$ cat src/rtl/trapezoidal_trajectory_generator_assert.svh
// ----------------------------------------------------------------------------
// Assertion macros for the trapezoidal trajectory generator
// Clocked, reset-qualified property checks shared by the RTL modules.
// ----------------------------------------------------------------------------
`ifndef TRAPEZOIDAL_TRAJECTORY_GENERATOR_ASSERT_SVH
`define TRAPEZOIDAL_TRAJECTORY_GENERATOR_ASSERT_SVH

// The property must hold at every rising edge outside of reset.
`define TTG_ASSERT(label, clk, rst_n, prop, msg) \
  label: assert property (@(posedge clk) disable iff (!rst_n) prop) else $error(msg);

// The condition must never be true at a rising edge outside of reset.
`define TTG_ASSERT_NEVER(label, clk, rst_n, cond, msg) \
  label: assert property (@(posedge clk) disable iff (!rst_n) !(cond)) else $error(msg);

`endif

$ cat src/rtl/ttg_pkg.sv
// ----------------------------------------------------------------------------
// Trapezoidal trajectory generator package
// Field widths, register and phase codes, reset values and shared types.
// ----------------------------------------------------------------------------
`default_nettype none

package ttg_pkg;

  // Field widths.
  localparam int unsigned POS_W      = 40;
  localparam int unsigned VEL_W      = 32;
  localparam int unsigned RATE_W     = 31;
  localparam int unsigned TIME_W     = 16;
  localparam int unsigned PHASE_W    = 3;
  localparam int unsigned CFG_IDX_W  = 3;
  localparam int unsigned CFG_DATA_W = 40;
  // Signed width of the doubled coast offset 2e - 2R - C.
  localparam int unsigned D2_W       = 18;
  // Remainder bits resolved per clock by the reversal divider.
  localparam int unsigned DIV_BITS   = 8;

  // Configuration register indexes.
  localparam logic [CFG_IDX_W-1:0] CFG_FIRST_POSITION  = 3'd0;
  localparam logic [CFG_IDX_W-1:0] CFG_SECOND_POSITION = 3'd1;
  localparam logic [CFG_IDX_W-1:0] CFG_SPEED_PER_TICK  = 3'd2;
  localparam logic [CFG_IDX_W-1:0] CFG_ACCEL_PER_TICK  = 3'd3;
  localparam logic [CFG_IDX_W-1:0] CFG_RAMP_TICKS      = 3'd4;
  localparam logic [CFG_IDX_W-1:0] CFG_COAST_TICKS     = 3'd5;
  localparam logic [CFG_IDX_W-1:0] CFG_REVERSE_TICKS   = 3'd6;

  // Motion phase codes.
  localparam logic [PHASE_W-1:0] PHASE_ACCEL = 3'd1;
  localparam logic [PHASE_W-1:0] PHASE_COAST = 3'd2;
  localparam logic [PHASE_W-1:0] PHASE_DECEL = 3'd3;
  localparam logic [PHASE_W-1:0] PHASE_REST  = 3'd4;

  // Configuration register file.
  typedef struct packed {
    logic signed [POS_W-1:0] first_position;
    logic signed [POS_W-1:0] second_position;
    logic [RATE_W-1:0]       speed_per_tick;
    logic [RATE_W-1:0]       accel_per_tick_sq;
    logic [TIME_W-1:0]       ramp_ticks;
    logic [TIME_W-1:0]       coast_ticks;
    logic [TIME_W-1:0]       reverse_ticks;
  } cfg_t;

  localparam cfg_t CFG_RESET = '{
    first_position:    40'sd0,
    second_position:   40'sd527071788,
    speed_per_tick:    31'd1677722,
    accel_per_tick_sq: 31'd67109,
    ramp_ticks:        16'd25,
    coast_ticks:       16'd289,
    reverse_ticks:     16'd500
  };

  // Commands from the controller to the datapath.
  typedef struct packed {
    logic load;
    logic div_step;
    logic seg;
    logic mul1;
    logic mul2;
    logic fin;
  } ctrl_cmd_t;

  // Status from the datapath to the controller.
  typedef struct packed {
    logic div_last;
  } dp_sts_t;

endpackage

`default_nettype wire

$ cat src/rtl/ttg_ctrl.sv
// ----------------------------------------------------------------------------
// Trajectory controller
// Sequences one tick through divide, segment, multiply and output steps.
// ----------------------------------------------------------------------------
`default_nettype none

`include "trapezoidal_trajectory_generator_assert.svh"

module ttg_ctrl (
  input  logic                  clk_i,
  input  logic                  rst_ni,
  input  logic                  in_valid_i,
  output logic                  in_ready_o,
  output logic                  out_valid_o,
  input  logic                  out_ready_i,
  input  ttg_pkg::dp_sts_t      sts_i,
  output ttg_pkg::ctrl_cmd_t    cmd_o
);

  localparam logic [2:0] S_IDLE = 3'd0;
  localparam logic [2:0] S_DIV  = 3'd1;
  localparam logic [2:0] S_SEG  = 3'd2;
  localparam logic [2:0] S_MUL1 = 3'd3;
  localparam logic [2:0] S_MUL2 = 3'd4;
  localparam logic [2:0] S_FIN  = 3'd5;

  logic [2:0] state_q, state_d;
  logic       out_valid_q, out_valid_d;
  logic       in_fire;
  logic       out_free;

  // Handshake qualifiers.
  assign in_ready_o = (state_q == S_IDLE);
  assign in_fire    = in_valid_i & in_ready_o;
  assign out_free   = !out_valid_q || out_ready_i;

  // Next state.
  always_comb begin
    state_d = state_q;
    unique case (state_q)
      S_IDLE: begin
        if (in_fire) state_d = S_DIV;
      end
      S_DIV: begin
        if (sts_i.div_last) state_d = S_SEG;
      end
      S_SEG:  state_d = S_MUL1;
      S_MUL1: state_d = S_MUL2;
      S_MUL2: state_d = S_FIN;
      S_FIN: begin
        if (out_free) state_d = S_IDLE;
      end
      default: state_d = S_IDLE;
    endcase
  end

  // Datapath commands.
  always_comb begin
    cmd_o.load     = in_fire;
    cmd_o.div_step = (state_q == S_DIV);
    cmd_o.seg      = (state_q == S_SEG);
    cmd_o.mul1     = (state_q == S_MUL1);
    cmd_o.mul2     = (state_q == S_MUL2);
    cmd_o.fin      = (state_q == S_FIN) && out_free;
  end

  // Output valid flag: set when a result is loaded, cleared when it is taken.
  always_comb begin
    out_valid_d = out_valid_q;
    if (cmd_o.fin) begin
      out_valid_d = 1'b1;
    end else if (out_ready_i) begin
      out_valid_d = 1'b0;
    end
  end

  always_ff @(posedge clk_i or negedge rst_ni) begin
    if (!rst_ni) begin
      state_q     <= S_IDLE;
      out_valid_q <= 1'b0;
    end else begin
      state_q     <= state_d;
      out_valid_q <= out_valid_d;
    end
  end

  assign out_valid_o = out_valid_q;

  // Checks.
  `TTG_ASSERT(a_cmd_onehot, clk_i, rst_ni, $onehot0({cmd_o.load, cmd_o.div_step, cmd_o.seg, cmd_o.mul1, cmd_o.mul2, cmd_o.fin}), "more than one datapath command active")
  `TTG_ASSERT(a_busy_after_accept, clk_i, rst_ni, in_fire |=> !in_ready_o, "tick item accepted while a tick is in progress")
  `TTG_ASSERT(a_result_from_fin, clk_i, rst_ni, $rose(out_valid_q) |-> $past(state_q) == S_FIN, "result presented without a finished tick")

endmodule

`default_nettype wire

$ cat config.mk
export PLATFORM = sky130hd
export DESIGN_NAME = ttg_ctrl
export DESIGN_NICKNAME = d
export VERILOG_FILES = /design/src/rtl/ttg_pkg.sv /design/src/rtl/ttg_ctrl.sv
export VERILOG_INCLUDE_DIRS = /design/src /design/src/rtl
export SDC_FILE = /design/constraint.sdc
export NUM_CORES = 1
export LEC_CHECK = 0
export BUFFER_PORTS_ARGS = -buffer_cell sky130_fd_sc_hd__buf_2
export CORE_AREA = 2 2 39 41
export DETAILED_ROUTE_END_ITERATION = 16
export DIE_AREA = 0 0 41 43
export PLACE_DENSITY = 0.41
export SLEW_MARGIN = 15
export SYNTH_ARGS = -nofsm -noshare
export SYNTH_HDL_FRONTEND = slang
export SYNTH_SLANG_ARGS = --single-unit
$ cat constraint.sdc
create_clock -name clk_i -period 2.1 [get_ports clk_i]
set_input_delay 0.105 -clock clk_i [delete_from_list [all_inputs] [get_ports clk_i]]
set_output_delay 0.105 -clock clk_i [all_outputs]
set_load 0.05 [all_outputs]
==> impl_results.md, run 1 <==
* GRT Total Usage at 0.07258
* Syn_nets at 37
* Crit path DAT at 1430 ps
* Global route overflow at 0
* Antenna violations before repair at 0
* Yosys warning total at 0
* Share of cells above drive strength 1 at 0.4091
* Iteration-0 DRC Markers at 1
* Area leader, netlist: dfrtp_1
* EDFF count, synth at 0
* Max Transition Viols Final at 0
* Worst Hold Class: input pin to flop
* Final setup violation count at 0
* Clk_lat worst skew at around 230 ps
* FP Rows at 14
* Layout Area Growth over Synthesis at 35.92%
* Drt pass-1 iters at 3
* # IOs at 13
* Final period util at 0.7325
* TritonCTS clock tree: done
* Routed via count at 236
* Predominant post-synthesis flop cell: dfrtp_1
* Final-report hold violation count at 0
* Synth Area in Simple Gates at 0.4078
* NumNets Final at roughly 50
* Vias in the first global route at between 200 and 250
* Port buffer count at 12
* Synth Area in Compound Gates at 0.09223
* # H-tree levels at 1
* WL per Instance at ~8.4 um
* Overall die height at about 43 um
* CTS Buf Count at 3
* Crit Path Max Fanout at 10
* Core area at 0.001384 sq mm
* Worst-path clk slew at roughly 40 ps
* ANT cells at 0
* Largest net degree at the start of global routing at 13
* Status: completed
* Seq/Total Area, Yosys at 0.3883
* Final wirelength at 502 um
* Final HPWL DP at roughly 400 um
* Gpl congestion at about 0.57
* Final antenna-violating net count at 0
* Synth Area in Adders at 0
* R2R setup slack at ~1100 ps
* Mapped Area at 257.7 sq um
* PostCTS Resize Cnt at 0
* Crit end category: primary output
* Synthesized flop and latch total at 4
* Clock buffer depth at 2
* Horiz. Die Dim at a little over 40 um
* Starting density of the core at 0.1863
* Minimum clock period at ~1500 ps
* Largest family of logic cells by synthesized area: simple AND/OR/NAND/NOR gates
* Worst Path Required at approximately 2000 ps
* Syn_area_per_cell at 8.055 sq um
* Worst-Margin Slew at 346.5 ps
* Crit path launch type: flop
* Die area at between 0.0015 and 0.002 sq mm
* Critical path type: flop to primary output
* Root buffer cell: clkbuf_4
* Via/cell ratio at between 3 and 4
* First-pass GRT wire length at 786 um
* Fillers at 159
* Post-synthesis xor/xnor area fraction at 0
* Top cells by count, synth: 4 x dfrtp_1, 4 x nor2_1, 4 x nor2b_1
* Mux cell area share after synthesis at 0
* Area share of the largest cell type after synthesis at 0.3883
* Async SR Flop Fraction at 1.000
* Setup Skew at between 1.5 and 2 ps
* Final Util at 0.2532
* Top area cells in the synthesized netlist: dfrtp_1 39%, nor2b_1 9.7%, nor3_1 5.8%
* Total negative slack at 0 ps
* Syn Inst Count at 32
* Fmax at 650.1 MHz
* Remaining design rule violation count at 0
* Clock Sinks at 4
* # Max-Cap Violations at 0
* RSZ-0062 raised after global routing: no
* Post-synth cell types at 16
* Rel. slew slack at 0.7690
-- flip-flops by register name, indices dropped and copies added (netlist names) --
name         cells
state_q          3
out_valid_o      1
-- metrics by stage --
stage	cells	cell area (sq um)	hold slack [ps]	setup WS (ps)
floorplan	32	262.8	-190.6	277.1
global placement	56	317.8	-84.41	793.5
detailed placement	56	317.8	-82.45	790.3
CTS	60	350.3	141.1	512.8
global route	60	350.3	170.7	418.9
finish	60	350.3	140.9	561.8
-- path summary, 6_finish.rpt --
kind	startpoint	to	cells after the start
max	state_q[0]	cmd_o[0]	4
min in group asynchronous	rst_ni	state_q[0]	2
min reg2reg	out_valid_o	out_valid_o	2
min	sts_i	state_q[1]	3
max reg2reg	state_q[2]	state_q[0]	3
max in group asynchronous	rst_ni	out_valid_o	2
-- layout by cell type (no fill, tap or decap), types with 2 or more instances in the layout --
| cell | instances |
|---|---|
| nor3_1 | 2 |
| a21oi_1 | 2 |
| clkbuf_4 | 3 |
| nor2_1 | 4 |
| nor2b_1 | 4 |
| buf_2 | 12 |
| dfrtp_1 | 4 |
| nand2_1 | 3 |
-- logic make-up (layout without fill, tap and decap cells) --
kind of cell | after synthesis | count (layout)
simple gates | 19 | 19
compound gates | 4 | 4
buf+inv | 5 | 17
flops | 4 | 4
-- routing by layer --
layer	vias to the layer above	track usage	wire, um
met2	6	0.09688	256
met4	0	0.08000	0
li1	127	-	-
met5	-	0	0
met3	0	0.03141	36
met1	103	0.07492	209
-- repair_timing --
item                      in CTS  in global routing
hold endpoints to repair       4                  0
setup buffers                  0                  0
hold buffers                   1                  0
-- area by class of cell --
class | count | area, sq um | share of cell area
timing repair buffer | 13 | 70.07 | 0.2000
clock buffer | 3 | 22.52 | 0.06429
sequential | 4 | 100.1 | 0.2857
tap | 16 | 20.02 | 0.05714
multi-input combinational | 23 | 133.9 | 0.3821
inverter | 1 | 3.754 | 0.01071
-- worst max-delay path, stage by stage (launching register included) --
cell	delay, ps
dfrtp_1	480
nor2b_1	260
nand2_1	110
nor2_1	100
buf_2	260
Power of run 1 is not shown: default switching activity piles up to over one toggle a cycle in this logic, so the estimate is an artifact.
==> inputs of run 2 (changes only) <==
--- a/config.mk
+++ b/config.mk
@@ -10,7 +10,7 @@
 export CORE_AREA = 2 2 39 41
 export DETAILED_ROUTE_END_ITERATION = 16
 export DIE_AREA = 0 0 41 43
-export PLACE_DENSITY = 0.41
+export PLACE_DENSITY = 0.42
 export SLEW_MARGIN = 15
 export SYNTH_ARGS = -nofsm -noshare
 export SYNTH_HDL_FRONTEND = slang
==> constraint.sdc (replaced) <==
create_clock -name clk_i -period 1.3 [get_ports clk_i]
set_input_delay 0.065 -clock clk_i [delete_from_list [all_inputs] [get_ports clk_i]]
set_output_delay 0.065 -clock clk_i [all_outputs]
set_load 0.05 [all_outputs]
==> run 2 against run 1 <==
  * Clock skew is 1.4 ps lower
  * Register-to-register slack got worse by 880 ps
  * Critical path depth shrank 1
  * Count of clock-buffer cells in the layout unchanged
  * Via count up 4.2%
  * Critical path type unchanged
  * First-iteration DRC count down 100%
  * Wire length increased by 6.4%
  * Global-route usage is essentially flat
  * Sequential share of layout area decreased by 3.2 points
  * Die area unchanged
  * Highest routed layer unchanged
  * Worst hold slack got worse by 33 ps
==> impl_results.md, run 2 (synthesis results as in run 1) <==
* Drt pass-1 iters at 1 (-2)
* Clock buffer depth at 2 (unchanged)
* Critical path type: flop to primary output
* RSZ-0062 raised after global routing: yes
* Gpl congestion at 0.6065 (+6.4%)
* NumNets Final at 52 (+2.0%)
* Fillers at 159 (unchanged)
* Die area at 0.001763 sq mm (unchanged)
* Rel. slew slack at 0.8413 (+0.07229)
* Crit end category: primary output
* Share of cells above drive strength 1 at 0.6000 (+0.1909)
* Final wirelength at 534 um (+6.4%)
* Post-Layout Cell Count at 61 (+1.7%)
* Most common cell after layout, fill and taps aside: buf_2
* GRT Total Usage at 0.07265 (+0.00007324)
* Routed via count at 246 (+4.2%)
* Vias in the first global route at 223 (+3.2%)
* Most flops, register: state_q
* # Max-Cap Violations at 0 (unchanged)
* Placement Setup Slack at 123.9 ps (-666.4 ps)
* Largest register FFs at 3 (unchanged)
* Hold WS at 107.8 ps (-33.03 ps)
* Status: completed
* Largest net degree at the start of global routing at 13 (unchanged)
* Port buffer count at 12 (unchanged)
* # Post-CTS Setup Buffers at 0 (unchanged)
* Root buffer cell: clkbuf_4
* CP Cell Sequence: buf_4 > nor3_2 > buf_6
* Inst Count DP at 57 (+1.8%)
* Overall die height at 43 um (unchanged)
* Starting density of the core at 0.1863 (unchanged)
* Remaining design rule violation count at 0 (unchanged)
* First-pass GRT wire length at 828 um (+5.3%)
* Crit path DAT at 1200 ps (-230 ps)
* Final setup violation count at 0 (unchanged)
* WL per Instance at 8.754 um (+4.6%)
* Core area at 0.001384 sq mm (unchanged)
* Slowest-stage cell, CP: dfrtp_2
* Worst Hold Class: input pin to flop
* Crit path launch type: flop
* Iteration-0 DRC Markers at 0 (-1)
* Worst-path clk slew at 30 ps (about the same)
* Final WS setup at 38.62 ps (-523.1 ps)
* Final-report hold violation count at 0 (unchanged)
* Largest stage delay on the critical path at 440 ps (-40 ps)
* Clk_lat worst skew at 230 ps (about the same)
* Clock Sinks at 4 (unchanged)
* ANT cells at 0 (unchanged)
* Via/cell ratio at 4.033 (+2.5%)
* # H-tree levels at 1 (unchanged)
* CTS Buf Count at 3 (unchanged)
* TritonCTS clock tree: done
* Final antenna-violating net count at 0 (unchanged)
* Final period util at 0.9703
* Minimum clock period at 1261 ps
* Layout Area Growth over Synthesis at 58.74%
* Crit Path Max Fanout at 6 (-4)
* Most frequent cells in the layout: 7 x buf_2, 4 x buf_6
* Fmax at around 800 MHz
* Setup Skew at 0.6138 ps (-1.355 ps)
* Antenna violations before repair at 0 (unchanged)
* Max Transition Viols Final at 0 (unchanged)
* FP Rows at 14 (unchanged)
* Horiz. Die Dim at 41 um (unchanged)
* Worst Path Required at 1240 ps (-760 ps)
* Global route overflow at 0 (unchanged)
* # IOs at 13 (unchanged)
* Worst-Margin Slew at 235.9 ps (-110.6 ps)
* Final HPWL DP at 434.4 um (+8.6%)
==> run 2: changes by cell type in the layout (fill, tap and decap cells not counted), moves of 2 or more <==
cell	before	now
buf_2	12	7
buf_6	0	4
dfrtp_2	0	3
dfrtp_1	4	1
buf_4	0	2
==> run 2: worst max-delay path, delay by kind of cell, from the launching register on <==
family        cells  cell delay, ps
buf+inv           2             350
flops             1             440
simple gates      1             190
==> run 2: metal layers <==
metal / GRT usage / up-vias / part of all wire / wire length, um
met4: 0.08000 / 0 / 0 / 0
li1: - / 131 / - / -
met3: 0.01571 / 0 / 0.062 / 33
met1: 0.08497 / 109 / 0.43 / 230
met5: 0 / - / 0 / 0
met2: 0.09688 / 6 / 0.51 / 270
==> run 2: worst paths after layout <==
path | start | cells past startpoint | slack (ps) | endpoint
worst max register to register | state_q[0] | 3 | 200 | state_q[2]
min in group asynchronous | rst_ni | 2 | 170 | out_valid_o
worst max-delay path | state_q[0] | 3 | 40 | cmd_o[3]
worst min-delay path | sts_i | 3 | 110 | state_q[1]
max in group asynchronous | rst_ni | 2 | 1010 | state_q[0]
worst min register to register | out_valid_o | 2 | 520 | out_valid_o
==> run 2: what timing repair did <==
item                                   CTS  global route
gates cloned                             0             0
setup endpoints to repair                6             5
hold buffers                             1             0
endpoints found under the hold margin    4             0
resized for setup                        8             9
pin swaps                                0             1
==> run 2: metrics by stage <==
step / area (sq um) / util / setup TNS (ps)
4_1_cts: 384.1 / 0.2776 / 0
3_3_place_gp: 335.3 / 0.2423 / 0
3_5_place_dp: 335.3 / 0.2423 / 0
2_1_floorplan: 272.8 / - / -727.9
6_report: 409.1 / 0.2957 / 0
5_1_grt: 409.1 / 0.2957 / -18.83
==> run 2: area by class of cell <==
class / instances / area [sq um] / share of cell area
clock buffers: 3 / 22.52 / 0.05505
inverters: 1 / 3.754 / 0.009174
multi-input cells: 23 / 153.9 / 0.3761
flip-flops and latches: 4 / 103.9 / 0.2538
well taps: 16 / 20.02 / 0.04893
repair buffers: 14 / 105.1 / 0.2569
Power of run 2 is left out for the same reason.
==> inputs of run 3 (changes only) <==
--- a/config.mk
+++ b/config.mk
@@ -11,6 +11,7 @@
 export DETAILED_ROUTE_END_ITERATION = 16
 export DIE_AREA = 0 0 41 43
 export PLACE_DENSITY = 0.42
+export RECOVER_POWER = 100
 export SLEW_MARGIN = 15
 export SYNTH_ARGS = -nofsm -noshare
 export SYNTH_HDL_FRONTEND = slang
==> run 3 against run 2 <==
  * First-iteration DRC count stayed put
  * Sequential share of layout area is 0.16 points higher
  * Worst hold slack stayed put
  * Via count stayed put
  * Largest cell class unchanged
==> impl_results.md, run 3 (synthesis results as in run 1) <==
* # Max-Cap Violations at 0 (unchanged)
* Minimum clock period at 1261 ps (unchanged)
* Most frequent cells in the layout: 5 x buf_2, 4 x buf_6
* Final antenna-violating net count at 0 (unchanged)
* Clock buffer depth at 2 (unchanged)
* Horiz. Die Dim at 41 um (unchanged)
* Layout Area Growth over Synthesis at 57.77%
* RSZ-0062 raised after global routing: yes
* Port buffer count at 12 (unchanged)
* ANT cells at 0 (unchanged)
* Max layer used: met3
* Most common cell after layout, fill and taps aside: buf_2
* Largest net degree at the start of global routing at 13 (unchanged)
* Post-Layout Cell Count at 61 (unchanged)
* WL per Instance at 8.754 um (unchanged)
* Crit Path Max Fanout at 6 (unchanged)
* Core area at 0.001384 sq mm (unchanged)
* Critical path type: flop to primary output
* R2R setup slack at 200 ps (about the same)
* Worst Path Required at 1240 ps (about the same)
* FP Rows at 14 (unchanged)
* Drt pass-1 iters at 1 (unchanged)
* Starting density of the core at 0.1863 (unchanged)
* Share of cells above drive strength 1 at 0.5556 (-0.04444)
* Gpl congestion at 0.6065 (unchanged)
* CP startpoint: state_q[0]
* Via/cell ratio at 4.033 (unchanged)
* Setup Skew at 0.6139 ps (+0.00002800 ps)
* Final-report hold violation count at 0 (unchanged)
* Overall die height at 43 um (unchanged)
* Post-route cell area at 406.6 sq um (-0.61%)
* CTS Buf Count at 3 (unchanged)
* Root buffer cell: clkbuf_4
* Max Transition Viols Final at 0 (unchanged)
* Status: completed
* Final HPWL DP at 434.4 um (unchanged)
* Hold Startpoint: sts_i
* Final setup violation count at 0 (unchanged)
* Met2 routed wirelength at 270 um (unchanged)
* M1 WL at 230 um (unchanged)
* # IOs at 13 (unchanged)
* Iteration-0 DRC Markers at 0 (unchanged)
* Antenna violations before repair at 0 (unchanged)
* Final period util at 0.9703 (unchanged)
* Inst Count DP at 57 (unchanged)
* Crit path launch type: flop
* Rel. slew slack at 0.6103 (-0.2310)
* Clock Sinks at 4 (unchanged)
* Crit path DAT at 1200 ps (about the same)
* Die area at 0.001763 sq mm (unchanged)
* Worst-Margin Slew at 587.1 ps (+351.2 ps)
* Remaining design rule violation count at 0 (unchanged)
* Crit end category: primary output
* Global route overflow at 0 (unchanged)
* Clk_lat worst skew at 230 ps (about the same)
* DR WL met3 at 33 um (unchanged)
* Total negative slack at 0 ps (unchanged)
* Vias in the first global route at 223 (unchanged)
* Largest register FFs at 3 (unchanged)
* NumNets Final at 52 (unchanged)
* First-pass GRT wire length at 828 um (unchanged)
* GRT Total Usage at 0.07265 (unchanged)
* Reg2reg start: state_q[0]
* Worst Hold Class: input pin to flop
* Most flops, register: state_q
* TritonCTS clock tree: done
* DP Area at 335.3 sq um (unchanged)
* Fmax at 792.8 MHz (unchanged)
* # H-tree levels at 1 (unchanged)
* Final wirelength at 534 um (unchanged)
* Routed via count at 246 (unchanged)
* Worst-path clk slew at 30 ps (about the same)
[run 3: what timing repair did]
item                                   CTS  global route
resized for setup                        8             9
buffers inserted                         0             0
pin swaps                                0             1
cloned                                   0             0
hold buffers                             1             0
setup endpoints to repair                6             5
endpoints found under the hold margin    4             0
[run 3: through the flow]
step / hold slack, ps / worst slack (ps) / util
CTS: 104.8 / 4.438 / 0.2776
global placement: -124.4 / 136.1 / 0.2423
floorplan: -230.6 / -372.8 / -
global route: 136.2 / -9.348 / 0.2939
detailed placement: -124.8 / 123.9 / 0.2423
finish: 107.8 / 38.62 / 0.2939
[run 3: area by class of cell]
class / instances / area, sq um
Tap cell: 16 / 20.02
Sequential cell: 4 / 103.9
Timing Repair Buffer: 14 / 102.6
Fill cell: 159 / 977.2
Clock buffer: 3 / 22.52
Inverter: 1 / 3.754
Multi-Input combinational cell: 23 / 153.9
[run 3: layer usage]
metal	vias to the layer above	GRT usage
met5	-	0
li1	131	-
met2	6	0.09688
met1	109	0.08497
met4	0	0.08000
met3	0	0.01571
[run 3: worst paths after layout]
path / endpoint / cells past startpoint
setup / recovery: cmd_o[3] / 3
min in group asynchronous: out_valid_o / 2
hold reg to reg: out_valid_o / 2
max in group asynchronous: state_q[0] / 2
hold / removal: state_q[1] / 3
setup reg to reg: state_q[2] / 3
[run 3: worst max-delay path: stages, from the launching register on]
cell and delay [ps]:
dfrtp_2 440, buf_4 170, nor3_2 190, buf_6 180
Power of run 3 is left out for the same reason.
