`src/rtl/trapezoidal_trajectory_generator_assert.svh`:
```
// ----------------------------------------------------------------------------
// Assertion macros for the trapezoidal trajectory generator
// Clocked, reset-qualified property checks shared by the RTL modules.
// ----------------------------------------------------------------------------
`ifndef TRAPEZOIDAL_TRAJECTORY_GENERATOR_ASSERT_SVH
`define TRAPEZOIDAL_TRAJECTORY_GENERATOR_ASSERT_SVH

// The property must hold at every rising edge outside of reset.
`define TTG_ASSERT(label, clk, rst_n, prop, msg) \
  label: assert property (@(posedge clk) disable iff (!rst_n) prop) else $error(msg);

// The condition must never be true at a rising edge outside of reset.
`define TTG_ASSERT_NEVER(label, clk, rst_n, cond, msg) \
  label: assert property (@(posedge clk) disable iff (!rst_n) !(cond)) else $error(msg);

`endif

```
`src/rtl/ttg_pkg.sv`:
```
// ----------------------------------------------------------------------------
// Trapezoidal trajectory generator package
// Field widths, register and phase codes, reset values and shared types.
// ----------------------------------------------------------------------------
`default_nettype none

package ttg_pkg;

  // Field widths.
  localparam int unsigned POS_W      = 40;
  localparam int unsigned VEL_W      = 32;
  localparam int unsigned RATE_W     = 31;
  localparam int unsigned TIME_W     = 16;
  localparam int unsigned PHASE_W    = 3;
  localparam int unsigned CFG_IDX_W  = 3;
  localparam int unsigned CFG_DATA_W = 40;
  // Signed width of the doubled coast offset 2e - 2R - C.
  localparam int unsigned D2_W       = 18;
  // Remainder bits resolved per clock by the reversal divider.
  localparam int unsigned DIV_BITS   = 8;

  // Configuration register indexes.
  localparam logic [CFG_IDX_W-1:0] CFG_FIRST_POSITION  = 3'd0;
  localparam logic [CFG_IDX_W-1:0] CFG_SECOND_POSITION = 3'd1;
  localparam logic [CFG_IDX_W-1:0] CFG_SPEED_PER_TICK  = 3'd2;
  localparam logic [CFG_IDX_W-1:0] CFG_ACCEL_PER_TICK  = 3'd3;
  localparam logic [CFG_IDX_W-1:0] CFG_RAMP_TICKS      = 3'd4;
  localparam logic [CFG_IDX_W-1:0] CFG_COAST_TICKS     = 3'd5;
  localparam logic [CFG_IDX_W-1:0] CFG_REVERSE_TICKS   = 3'd6;

  // Motion phase codes.
  localparam logic [PHASE_W-1:0] PHASE_ACCEL = 3'd1;
  localparam logic [PHASE_W-1:0] PHASE_COAST = 3'd2;
  localparam logic [PHASE_W-1:0] PHASE_DECEL = 3'd3;
  localparam logic [PHASE_W-1:0] PHASE_REST  = 3'd4;

  // Configuration register file.
  typedef struct packed {
    logic signed [POS_W-1:0] first_position;
    logic signed [POS_W-1:0] second_position;
    logic [RATE_W-1:0]       speed_per_tick;
    logic [RATE_W-1:0]       accel_per_tick_sq;
    logic [TIME_W-1:0]       ramp_ticks;
    logic [TIME_W-1:0]       coast_ticks;
    logic [TIME_W-1:0]       reverse_ticks;
  } cfg_t;

  localparam cfg_t CFG_RESET = '{
    first_position:    40'sd0,
    second_position:   40'sd527071788,
    speed_per_tick:    31'd1677722,
    accel_per_tick_sq: 31'd67109,
    ramp_ticks:        16'd25,
    coast_ticks:       16'd289,
    reverse_ticks:     16'd500
  };

  // Commands from the controller to the datapath.
  typedef struct packed {
    logic load;
    logic div_step;
    logic seg;
    logic mul1;
    logic mul2;
    logic fin;
  } ctrl_cmd_t;

  // Status from the datapath to the controller.
  typedef struct packed {
    logic div_last;
  } dp_sts_t;

endpackage

`default_nettype wire

```
`src/rtl/ttg_cfg.sv`:
```
// ----------------------------------------------------------------------------
// Configuration registers
// Decodes register writes and holds the motion profile settings.
// ----------------------------------------------------------------------------
`default_nettype none

module ttg_cfg (
  input  logic                             clk_i,
  input  logic                             rst_ni,
  input  logic                             we_i,
  input  logic [ttg_pkg::CFG_IDX_W-1:0]    idx_i,
  input  logic [ttg_pkg::CFG_DATA_W-1:0]   data_i,
  output ttg_pkg::cfg_t                    cfg_o
);

  ttg_pkg::cfg_t cfg_q, cfg_d;

  // Write decode; indexes past the last register are ignored.
  always_comb begin
    cfg_d = cfg_q;
    if (we_i) begin
      unique case (idx_i)
        ttg_pkg::CFG_FIRST_POSITION: begin
          cfg_d.first_position = data_i[ttg_pkg::POS_W-1:0];
        end
        ttg_pkg::CFG_SECOND_POSITION: begin
          cfg_d.second_position = data_i[ttg_pkg::POS_W-1:0];
        end
        ttg_pkg::CFG_SPEED_PER_TICK: begin
          cfg_d.speed_per_tick = data_i[ttg_pkg::RATE_W-1:0];
        end
        ttg_pkg::CFG_ACCEL_PER_TICK: begin
          cfg_d.accel_per_tick_sq = data_i[ttg_pkg::RATE_W-1:0];
        end
        ttg_pkg::CFG_RAMP_TICKS: begin
          cfg_d.ramp_ticks = data_i[ttg_pkg::TIME_W-1:0];
        end
        ttg_pkg::CFG_COAST_TICKS: begin
          cfg_d.coast_ticks = data_i[ttg_pkg::TIME_W-1:0];
        end
        ttg_pkg::CFG_REVERSE_TICKS: begin
          cfg_d.reverse_ticks = data_i[ttg_pkg::TIME_W-1:0];
        end
        default: begin
        end
      endcase
    end
  end

  // Register file.
  always_ff @(posedge clk_i or negedge rst_ni) begin
    if (!rst_ni) begin
      cfg_q <= ttg_pkg::CFG_RESET;
    end else begin
      cfg_q <= cfg_d;
    end
  end

  assign cfg_o = cfg_q;

endmodule

`default_nettype wire

```
`config.mk`:
```
export PLATFORM = sky130hd
export DESIGN_NAME = ttg_cfg
export DESIGN_NICKNAME = d
export VERILOG_FILES = /design/src/rtl/trapezoidal_trajectory_generator_assert.svh /design/src/rtl/ttg_pkg.sv /design/src/rtl/ttg_cfg.sv
export SDC_FILE = /design/constraint.sdc
export NUM_CORES = 1
export LEC_CHECK = 0
export BUFFER_PORTS_ARGS = -buffer_cell sky130_fd_sc_hd__buf_2
export CAP_MARGIN = 5
export CORE_UTILIZATION = 54
export DETAILED_ROUTE_END_ITERATION = 12
export PLACE_DENSITY = 0.85
export SETUP_SLACK_MARGIN = 0.15
export SYNTH_ARGS = -nofsm -noshare
export SYNTH_HDL_FRONTEND = slang
export SYNTH_SLANG_ARGS = --single-unit
```
`constraint.sdc`:
```
create_clock -name clk_i -period 1.6 [get_ports clk_i]
set_clock_uncertainty 0.05 [all_clocks]
set_input_delay 0.08 -clock clk_i [delete_from_list [all_inputs] [get_ports clk_i]]
set_output_delay 0.08 -clock clk_i [all_outputs]
set_load 0.05 [all_outputs]
```
==> qor.yml, run 1 <==
timing:
  tightest_slew_ns: 0.6271
  setup-violations-final: 0
  final.hold.worst_slack_ns: 0.1247
  totalNegativeSetupSlack_ns: 0
  report.final.hold_viol_count: 0
  relSlewSlack_pct: 58.04
  final.period_utilization_pct: 85.17
  min_period_ns: 1.363
  achievable-frequency_mhz: 733.9
  grt_setup_unrepaired: "false"
  final-max-slew-violation-count: 0
placement:
  place.gp.congestion: 0.7351
  hpwlAfterDp_um: 11490
  post-place-cells: 808
  port_buffers: 235
final_layout:
  final_layout_size_suffix_gt1_share_pct: 69.96
  fin_cells: 881
  final_core_utilization_pct: 75.55
  nets: 742
  largest_reg_flops: 190
  antenna_diodes: 0
  area_delta_synth_final_pct: 35.20
power:
  p_leak_nw: 4.550
  worst_ir_drop_vdd_mv: 1.069
  power_per_cell_area_mw_per_mm2: 1799
worst_setup_path:
  critical-path-max-stage-delay_ns: 0.54
  cp_cell_sequence: "buf_2"
  worst_path_max_delay_cell: "sky130_fd_sc_hd__dfstp_2"
  start_kind: "register"
  worstSetupEndpointType: "output pin"
  worst-path-buf-inv: 1
  r2r.worst_path.cells: 1
  r2r-start: "cfg_o[11]"
  timing.rr.end: "cfg_o[11]"
  minimum_setup_slack_among_reg_to_reg_paths_ns: 0.74
  gate_family_responsible_for_the_most_delay_along_the_worst_path: "flip-flops"
  crit_type: "register to output pin"
  cp.arrival_ns: 1.23
  path_max_fanout: 2
  cp.required_ns: 1.47
grt:
  grt_start_max_net_pins: 51
  antenna_found_initial: 0
  grt_remaining_overflow: 0
  groute.usage.overall_pct: 26.75
  vias_in_the_first_global_route: 4876
  wire_length_of_the_first_global_routing_pass_um: 26490
synthesis:
  yosysWarningCount: 0
  synth_cells: 406
  syn_nets: 452
  syn_area_mm2: 0.007138
  synth.ff_latch_count: 190
  synth.yosys.seq_area_share_pct: 67.41
  avgSynthCellArea_um2: 17.58
  yosysUniqueCellTypes: 9
clock_network:
  cts-htree-levels: 4
  cts.repair_timing.setup_buffer_count: 0
  tritoncts: "yes"
  holdBufCountCts: 41
  max-clock-path-buffers: 2
  path_clk_slew_ns: 0.06
  clock_latency_on_the_worst_skew_pair_ns: 0.42
  post_cts.resized_instances: 0
  cts_sink_count: 190
  cts_inserted_buffers: 17
  cts-root-buf: "sky130_fd_sc_hd__clkbuf_16"
drt:
  drt_pass1_iterations: 4
  drt_wl_total_um: 17780
  drt.antenna.violating_nets: 0
  wl_per_cell_um: 20.19
  drt_first_iter_violations: 159
  routed_via_density: 5.233
  route.detailed.drc: 0
  via_count: 4610
outcome:
  outcome: "complete, no violations"
flow_run:
  drv_cap: 0
floorplan:
  die_width_um: 117.0
  num_io_pins: 236
  dieArea_mm2: 0.01368
  die_y_um: 117.0
  initial_core_util_pct: 55.88
  floorplan.core_area_mm2: 0.01277
  rows: 41
min_path:
  min_path_type: "input pin to asynchronous set/reset pin"
[layout by cell type, fill, tap and decap left out, drive strengths merged]
cell	count
dlygate4sd3	41
clkinvlp	3
and4bb	3
dfstp	46
clkinv	3
mux2	190
nand4b	3
dfrtp	144
inv	1
bufinv	2
nor4b	1
buf	249
clkbuf	23
[final cells by class]
class | instances | area, µm²
Timing Repair Buffer | 290 | 1785
Sequential cell | 190 | 4812
Clock buffer | 23 | 488.0
Tap cell | 172 | 215.2
Clock inverter | 9 | 110.1
Multi-Input combinational cell | 197 | 2240
Fill cell | 768 | 3123
[Yosys cell counts]
cell type	number	share of area [%]
sky130_fd_sc_hd__and4bb_1	3	0.53
sky130_fd_sc_hd__buf_2	19	1.3
sky130_fd_sc_hd__dfrtp_1	144	50
sky130_fd_sc_hd__dfstp_2	46	17
sky130_fd_sc_hd__mux2_1	24	3.8
sky130_fd_sc_hd__mux2_2	166	26
sky130_fd_sc_hd__nand4b_1	1	0.12
sky130_fd_sc_hd__nand4b_2	2	0.42
sky130_fd_sc_hd__nor4b_2	1	0.21
[cell families after synthesis]
kind of cell,synth area share (%)
buf+inv,1.332
flops,67.41
simple gates,1.280
mux,29.97
[report_power, final]
group	internal (mW)	total [mW]	switching [mW]
combinational	1.63	6.52	4.90
sequential	6.05	6.63	0.579
clock	2.47	4.21	1.74
[worst max path at each step]
stage               depth (start not counted)        from    endpoint
floorplan                                   5    idx_i[2]   cfg_o[37]
global placement                            3    idx_i[0]   cfg_o[10]
detailed placement                          3    idx_i[0]   cfg_o[12]
CTS                                         1   cfg_o[32]   cfg_o[32]
global route                                1  cfg_o[119]  cfg_o[119]
finish                                      1   cfg_o[32]   cfg_o[32]
[layer usage]
metal,wire (µm),up-vias,global-route usage [%]
met5,0,-,0
met4,371,0,9.873
met3,1130,29,8.393
met2,9120,182,46.15
met1,7161,2364,31.57
li1,-,2035,-
[per-stage QoR]
stage	instance area, µm²	power [mW]	setup slack (ns)
after floorplan	7138	11.43	0.3019
after global placement	8642	12.93	0.1333
after CTS	9651	17.43	0.2184
after detailed placement	8642	13.13	0.02900
after global routing	9651	18.00	0.2053
final	9651	17.36	0.2373
Note: power is estimated with default switching activity, not from simulation.
==> run 2, diff against run 1 <==
Settings changed: CORE_UTILIZATION 54 to 46, PLACE_DENSITY 0.85 to 0.74.
==> run 2 against run 1 <==
Effect of this change:
- via count fell by 1.9%
- die area rose by 17%
- combinational power fell by 0.8%
- sequential share of layout area barely moved
- register-to-register slack improved by 0.02 ns
- critical path type unchanged
==> qor.yml, run 2 (synthesized netlist as in run 1, its figures left out) <==
floorplan:
  die_y_um: 126.6  # was 117.0 µm
  dieArea_mm2: 0.01602  # was 0.01368 mm²
  floorplan.core_area_mm2: 0.01515  # was 0.01277 mm²
  num_io_pins: 236  # unchanged
  die_width_um: 126.6  # was 117.0 µm
  initial_core_util_pct: 47.13  # was 55.88%
  rows: 45  # was 41
worst_setup_path:
  cp_cell_sequence: "buf_2"  # unchanged
  start_kind: "register"  # unchanged
  crit_type: "register to output pin"  # unchanged
  worst_path_max_delay_cell: "sky130_fd_sc_hd__dfstp_2"  # unchanged
  critical-path-max-stage-delay_ns: 0.53  # was 0.54 ns
  worstSetupEndpointType: "output pin"  # unchanged
  timing.rr.end: "cfg_o[70]"  # was cfg_o[11]
  r2r-start: "cfg_o[70]"  # was cfg_o[11]
  cp.required_ns: 1.47  # about the same
  worst-path-buf-inv: 1  # unchanged
  r2r.worst_path.cells: 1  # unchanged
  path_max_fanout: 2  # unchanged
  minimum_setup_slack_among_reg_to_reg_paths_ns: 0.76  # was 0.74 ns
  cp.arrival_ns: 1.23  # about the same
  gate_family_responsible_for_the_most_delay_along_the_worst_path: "flip-flops"  # unchanged
clock_network:
  clock_latency_on_the_worst_skew_pair_ns: 0.41  # was 0.42 ns
  cts-htree-levels: 4  # unchanged
  cts-root-buf: "sky130_fd_sc_hd__clkbuf_16"  # unchanged
  cts_inserted_buffers: 17  # unchanged
  holdBufCountCts: 41  # unchanged
  max-clock-path-buffers: 2  # unchanged
  tritoncts: "yes"  # unchanged
  cts.repair_timing.setup_buffer_count: 0  # unchanged
  path_clk_slew_ns: 0.06  # about the same
  cts_sink_count: 190  # unchanged
  post_cts.resized_instances: 0  # unchanged
final_layout:
  final_layout_size_suffix_gt1_share_pct: 69.59  # was 69.96%
  antenna_diodes: 0  # unchanged
  layout_common_cells: "sky130_fd_sc_hd__buf_2 (234), sky130_fd_sc_hd__mux2_2 (166), sky130_fd_sc_hd__dfrtp_1 (144)"  # unchanged
  area_delta_synth_final_pct: 35.18  # was 35.20%
  nets: 740  # was 742
  nFillCells: 1107  # was 768
  layout_commonest_cell: "sky130_fd_sc_hd__buf_2"  # unchanged
  largest_reg_flops: 190  # unchanged
min_path:
  min_path_type: "input pin to register"  # was input pin to asynchronous set/reset pin
  hold-path-cell-count: 3
  min-delay-start: "we_i"
  holdPathEnd: "cfg_o[18]"
drt:
  drt_first_iter_violations: 161  # was 159
  route.detailed.drc: 0  # unchanged
  routed_via_density: 5.051  # was 5.233
  routed_wl_met3_um: 1045  # was 1130 µm
  highest-signal-layer: "met4"  # unchanged
  met2_wirelength_um: 8143  # was 9120 µm
  drt_pass1_iterations: 4  # unchanged
  via_count: 4521  # was 4610
  wl_per_cell_um: 18.16  # was 20.19 µm
  routed_length_on_met1_um: 6858  # was 7161 µm
  drt.antenna.violating_nets: 0  # unchanged
  drt_wl_total_um: 16250  # was 17780 µm
grt:
  antenna_found_initial: 0  # unchanged
  groute.usage.overall_pct: 21.42  # was 26.75%
  wire_length_of_the_first_global_routing_pass_um: 25920  # was 26490 µm
  grt_remaining_overflow: 0  # unchanged
  vias_in_the_first_global_route: 4743  # was 4876
  grt_start_max_net_pins: 84  # was 51
timing:
  tightest_slew_ns: 0.5710  # was 0.6271 ns
  final-max-slew-violation-count: 0  # unchanged
  relSlewSlack_pct: 61.93  # was 58.04%
  setup-violations-final: 0  # unchanged
  achievable-frequency_mhz: 736.4  # was 733.9 MHz
  totalNegativeSetupSlack_ns: 0  # unchanged
  final.period_utilization_pct: 84.87  # was 85.17%
  grt_setup_unrepaired: "false"  # unchanged
  report.final.hold_viol_count: 0  # unchanged
  min_period_ns: 1.358  # was 1.363 ns
placement:
  port_buffers: 235  # unchanged
  place.gp.congestion: 0.7768  # was 0.7351
  hpwlAfterDp_um: 10930  # was 11490 µm
power:
  total_power_mw: 17.13  # was 17.36 mW
  p_leak_nw: 4.538  # was 4.550 nW
  worst_ir_drop_vdd_mv: 0.9103  # was 1.069 mV
  power_per_cell_area_mw_per_mm2: 1775  # was 1799 mW/mm²
outcome:
  outcome: "complete, no violations"  # unchanged
flow_run:
  drv_cap: 0  # unchanged
run 2: changes by cell type in the layout (fill, tap and decap cells not counted):
cell	delta
sky130_fd_sc_hd__buf_12	+2
sky130_fd_sc_hd__clkbuf_8	-3
sky130_fd_sc_hd__clkinvlp_4	-1
sky130_fd_sc_hd__clkinv_2	+2
sky130_fd_sc_hd__clkbuf_1	+2
sky130_fd_sc_hd__buf_4	-4
run 2: power by group:
part	leakage, nW	internal [mW]	switching [mW]
Clock	0.274	2.34	1.74
Combinational	2.05	1.62	4.85
Sequential	2.21	6.05	0.533
Total	4.54	10.0	7.12
run 2: metal layers:
| layer | vias up | track usage (%) |
|---|---|---|
| met5 | - | 0 |
| met4 | 0 | 6.378 |
| met3 | 15 | 7.170 |
| met2 | 165 | 36.14 |
| met1 | 2304 | 26.17 |
| li1 | 2037 | - |
run 2: worst max-delay path by stage:
stage,cells after the start,start,slack (ns),to
5_1_grt,1,cfg_o[137],0.20,cfg_o[137]
2_1_floorplan,5,idx_i[2],0.30,cfg_o[37]
3_5_place_dp,4,idx_i[0],0.16,cfg_o[168]
6_report,1,cfg_o[137],0.24,cfg_o[137]
3_3_place_gp,4,idx_i[0],0.21,cfg_o[172]
4_1_cts,1,cfg_o[137],0.22,cfg_o[137]
run 2: per-stage QoR:
step / setup slack (ns) / cells / util, % / instance area (µm²) / hold slack, ns
after floorplan: 0.3019 / 406 / - / 7138 / -0.2656
after global placement: 0.2128 / 822 / 57.26 / 8672 / 0.03891
after detailed placement: 0.1644 / 822 / 57.26 / 8672 / 0.04289
after CTS: 0.2191 / 895 / 63.71 / 9649 / 0.08778
after global routing: 0.1951 / 895 / 63.71 / 9649 / 0.1156
final: 0.2421 / 895 / 63.71 / 9649 / 0.1003
run 2: cell type report:
cell class / count / area, µm² / area share [%]
Timing Repair Buffer: 288 / 1795 / 18.61
Clock buffer: 22 / 454.2 / 4.707
Tap cell: 188 / 235.2 / 2.438
Clock inverter: 10 / 112.6 / 1.167
Sequential cell: 190 / 4812 / 49.87
Multi-Input combinational cell: 197 / 2240 / 23.21
==> run 3, diff against run 2 <==
Clock period 1.6 ns to 1.4 ns, I/O delays scaled along.
==> run 3 against run 2 <==
Effect of this change:
- final area rose by 5.9%
- sequential power up 17%
- non-clock buffer count rose by 7
- largest cell class unchanged
- sequential share of layout area down 2.8 points
- global-route usage rose by 1.9 points
==> qor.yml, run 3 (synthesized netlist as in run 1, its figures left out) <==
worst_setup_path:
  r2r.worst_path.cells: 2  # was 1
  cp_cell_sequence: "buf_8"  # was buf_2
  timing.rr.end: "cfg_o[35]"  # was cfg_o[70]
  worstSetupStartpoint: "cfg_o[64]"  # was cfg_o[137]
  start_kind: "register"  # unchanged
  path_max_fanout: 2  # unchanged
  crit_type: "register to output pin"  # unchanged
  cp.arrival_ns: 1.14  # was 1.23 ns
  r2r-start: "cfg_o[35]"  # was cfg_o[70]
  cp.required_ns: 1.28  # was 1.47 ns
  gate_family_responsible_for_the_most_delay_along_the_worst_path: "flip-flops"  # unchanged
  worst-path-stages: 1  # unchanged
  minimum_setup_slack_among_reg_to_reg_paths_ns: 0.49  # was 0.76 ns
  worstSetupEndpointType: "output pin"  # unchanged
  worst_path_max_delay_cell: "sky130_fd_sc_hd__dfstp_2"  # unchanged
  critical-path-max-stage-delay_ns: 0.56  # was 0.53 ns
  critical_path.endpoint: "cfg_o[64]"  # was cfg_o[137]
  worst-path-buf-inv: 1  # unchanged
timing:
  report.final.hold_viol_count: 0  # unchanged
  final.period_utilization_pct: 90.23
  achievable-frequency_mhz: 791.6
  final-max-slew-violation-count: 0  # unchanged
  min_period_ns: 1.263
  timing.final.ws_setup_ns: 0.1367  # was 0.2421 ns
  totalNegativeSetupSlack_ns: 0  # unchanged
  setup-violations-final: 0  # unchanged
  relSlewSlack_pct: 75.86  # was 61.93%
  tightest_slew_ns: 0.3621  # was 0.5710 ns
  grt_setup_unrepaired: "true"  # was false
power:
  internal-power_mw: 12.01  # was 10.01 mW
  power_switching_share_pct: 41.12  # was 41.55%
  combPwrFrac_pct: 39.5  # was 37.8%
  power_per_cell_area_mw_per_mm2: 1996  # was 1775 mW/mm²
  total_power_mw: 20.39  # was 17.13 mW
  p_leak_nw: 4.735  # was 4.538 nW
  power.clock.fraction_pct: 22.8  # was 23.8%
  worst_ir_drop_vdd_mv: 0.9077  # was 0.9103 mV
  share_seq_of_total_power_pct: 37.7  # was 38.4%
  netSwitchingPower_mw: 8.386  # was 7.118 mW
final_layout:
  largest_reg_flops: 190  # unchanged
  antenna_diodes: 0  # unchanged
  area_delta_synth_final_pct: 43.10  # was 35.18%
  final_core_utilization_pct: 67.44  # was 63.71%
  final_layout_size_suffix_gt1_share_pct: 70.31  # was 69.59%
  layout_common_cells: "sky130_fd_sc_hd__buf_2 (187), sky130_fd_sc_hd__mux2_2 (166), sky130_fd_sc_hd__dfrtp_1 (144)"  # was sky130_fd_sc_hd__buf_2 (234), sky130_fd_sc_hd__mux2_2 (166), sky130_fd_sc_hd__dfrtp_1 (144)
  nFillCells: 1043  # was 1107
  layout_commonest_cell: "sky130_fd_sc_hd__buf_2"  # unchanged
  nets: 747  # was 740
floorplan:
  dieArea_mm2: 0.01602  # unchanged
  floorplan.core_area_mm2: 0.01515  # unchanged
  die_y_um: 126.6  # unchanged
  initial_core_util_pct: 47.13  # unchanged
  die_width_um: 126.6  # unchanged
  num_io_pins: 236  # unchanged
  rows: 45  # unchanged
drt:
  drt_wl_total_um: 17520  # was 16250 µm
  drt_first_iter_violations: 186  # was 161
  via_count: 4609  # was 4521
  drt.antenna.violating_nets: 0  # unchanged
  route.detailed.drc: 0  # unchanged
  wl_per_cell_um: 19.43  # was 18.16 µm
  routed_via_density: 5.110  # was 5.051
  drt_pass1_iterations: 4  # unchanged
outcome:
  outcome: "complete, no violations"  # unchanged
placement:
  port_buffers: 235  # unchanged
  hpwlAfterDp_um: 11590  # was 10930 µm
  place.gp.congestion: 0.7595  # was 0.7768
  dp_worst_setup_slack_ns: -0.02598  # was 0.1644 ns
grt:
  groute.usage.overall_pct: 23.28  # was 21.42%
  grt_start_max_net_pins: 51  # was 84
  wire_length_of_the_first_global_routing_pass_um: 28050  # was 25920 µm
  antenna_found_initial: 0  # unchanged
  vias_in_the_first_global_route: 5167  # was 4743
  grt_remaining_overflow: 0  # unchanged
clock_network:
  cts-root-buf: "sky130_fd_sc_hd__clkbuf_16"  # unchanged
  max-clock-path-buffers: 2  # unchanged
  tritoncts: "yes"  # unchanged
  clock_latency_on_the_worst_skew_pair_ns: 0.43  # was 0.41 ns
  cts_sink_count: 190  # unchanged
  path_clk_slew_ns: 0.07  # was 0.06 ns
  cts-htree-levels: 4  # unchanged
  cts_inserted_buffers: 17  # unchanged
min_path:
  min_path_type: "input pin to asynchronous set/reset pin"  # was input pin to register
flow_run:
  drv_cap: 0  # unchanged
## run 3: final cells by class
class                           instances  area, µm²  share of cell area, %
Clock inverter                         11      108.9                  1.066
Clock buffer                           21      470.5                  4.606
Sequential cell                       190       4812                  47.11
Multi-Input combinational cell        197       2240                  21.93
Tap cell                              188      235.2                  2.303
Timing Repair Buffer                  295       2349                  22.99
## run 3: power by group through the flow
stage	Combinational [mW]	Sequential (mW)	Clock [mW]
after floorplan	1.11	12.0	0
after global placement	7.28	7.54	0
after detailed placement	7.38	7.61	0
after CTS	8.07	7.67	4.79
after global routing	8.32	7.84	5.00
final	8.06	7.68	4.65
## run 3: worst register-to-register path, stage by stage, from the launching register on
cell,delay [ns]
sky130_fd_sc_hd__dfstp_2,0.55
sky130_fd_sc_hd__buf_4,0.11
sky130_fd_sc_hd__mux2_2,0.15
## run 3: routing by layer
layer  up-vias  global-route usage, %  part of all wire, %
met3        34                  5.230                  4.5
li1       2038                      -                    -
met1      2384                  28.01                   41
met5         -                      0                    0
met2       153                  40.07                   52
met4         0                  10.56                  2.6
## run 3: per-stage QoR
stage | hold WS, ns | area (µm²) | instances
floorplan | -0.2756 | 7143 | 406
global placement | -0.06237 | 8755 | 828
detailed placement | -0.05834 | 8755 | 828
CTS | 0.04448 | 10200 | 902
global route | 0.08166 | 10210 | 902
finish | 0.06473 | 10210 | 902
## run 3: worst min-delay path by stage
stage	startpoint	end	slack, ns	depth (start not counted)
final	rst_ni	cfg_o[65]	0.06	2
after global routing	rst_ni	cfg_o[126]	0.08	2
after CTS	rst_ni	cfg_o[126]	0.04	2
after detailed placement	rst_ni	cfg_o[65]	-0.06	1
after global placement	rst_ni	cfg_o[65]	-0.06	1
after floorplan	rst_ni	cfg_o[0]	-0.28	0
## run 3: repair_timing
item,in CTS,in global routing
pin swaps,0,0
hold buffers,41,0
endpoints found under the setup margin,46,47
hold endpoints to repair,348,0
gates resized for setup,136,3
buffers inserted,1,0
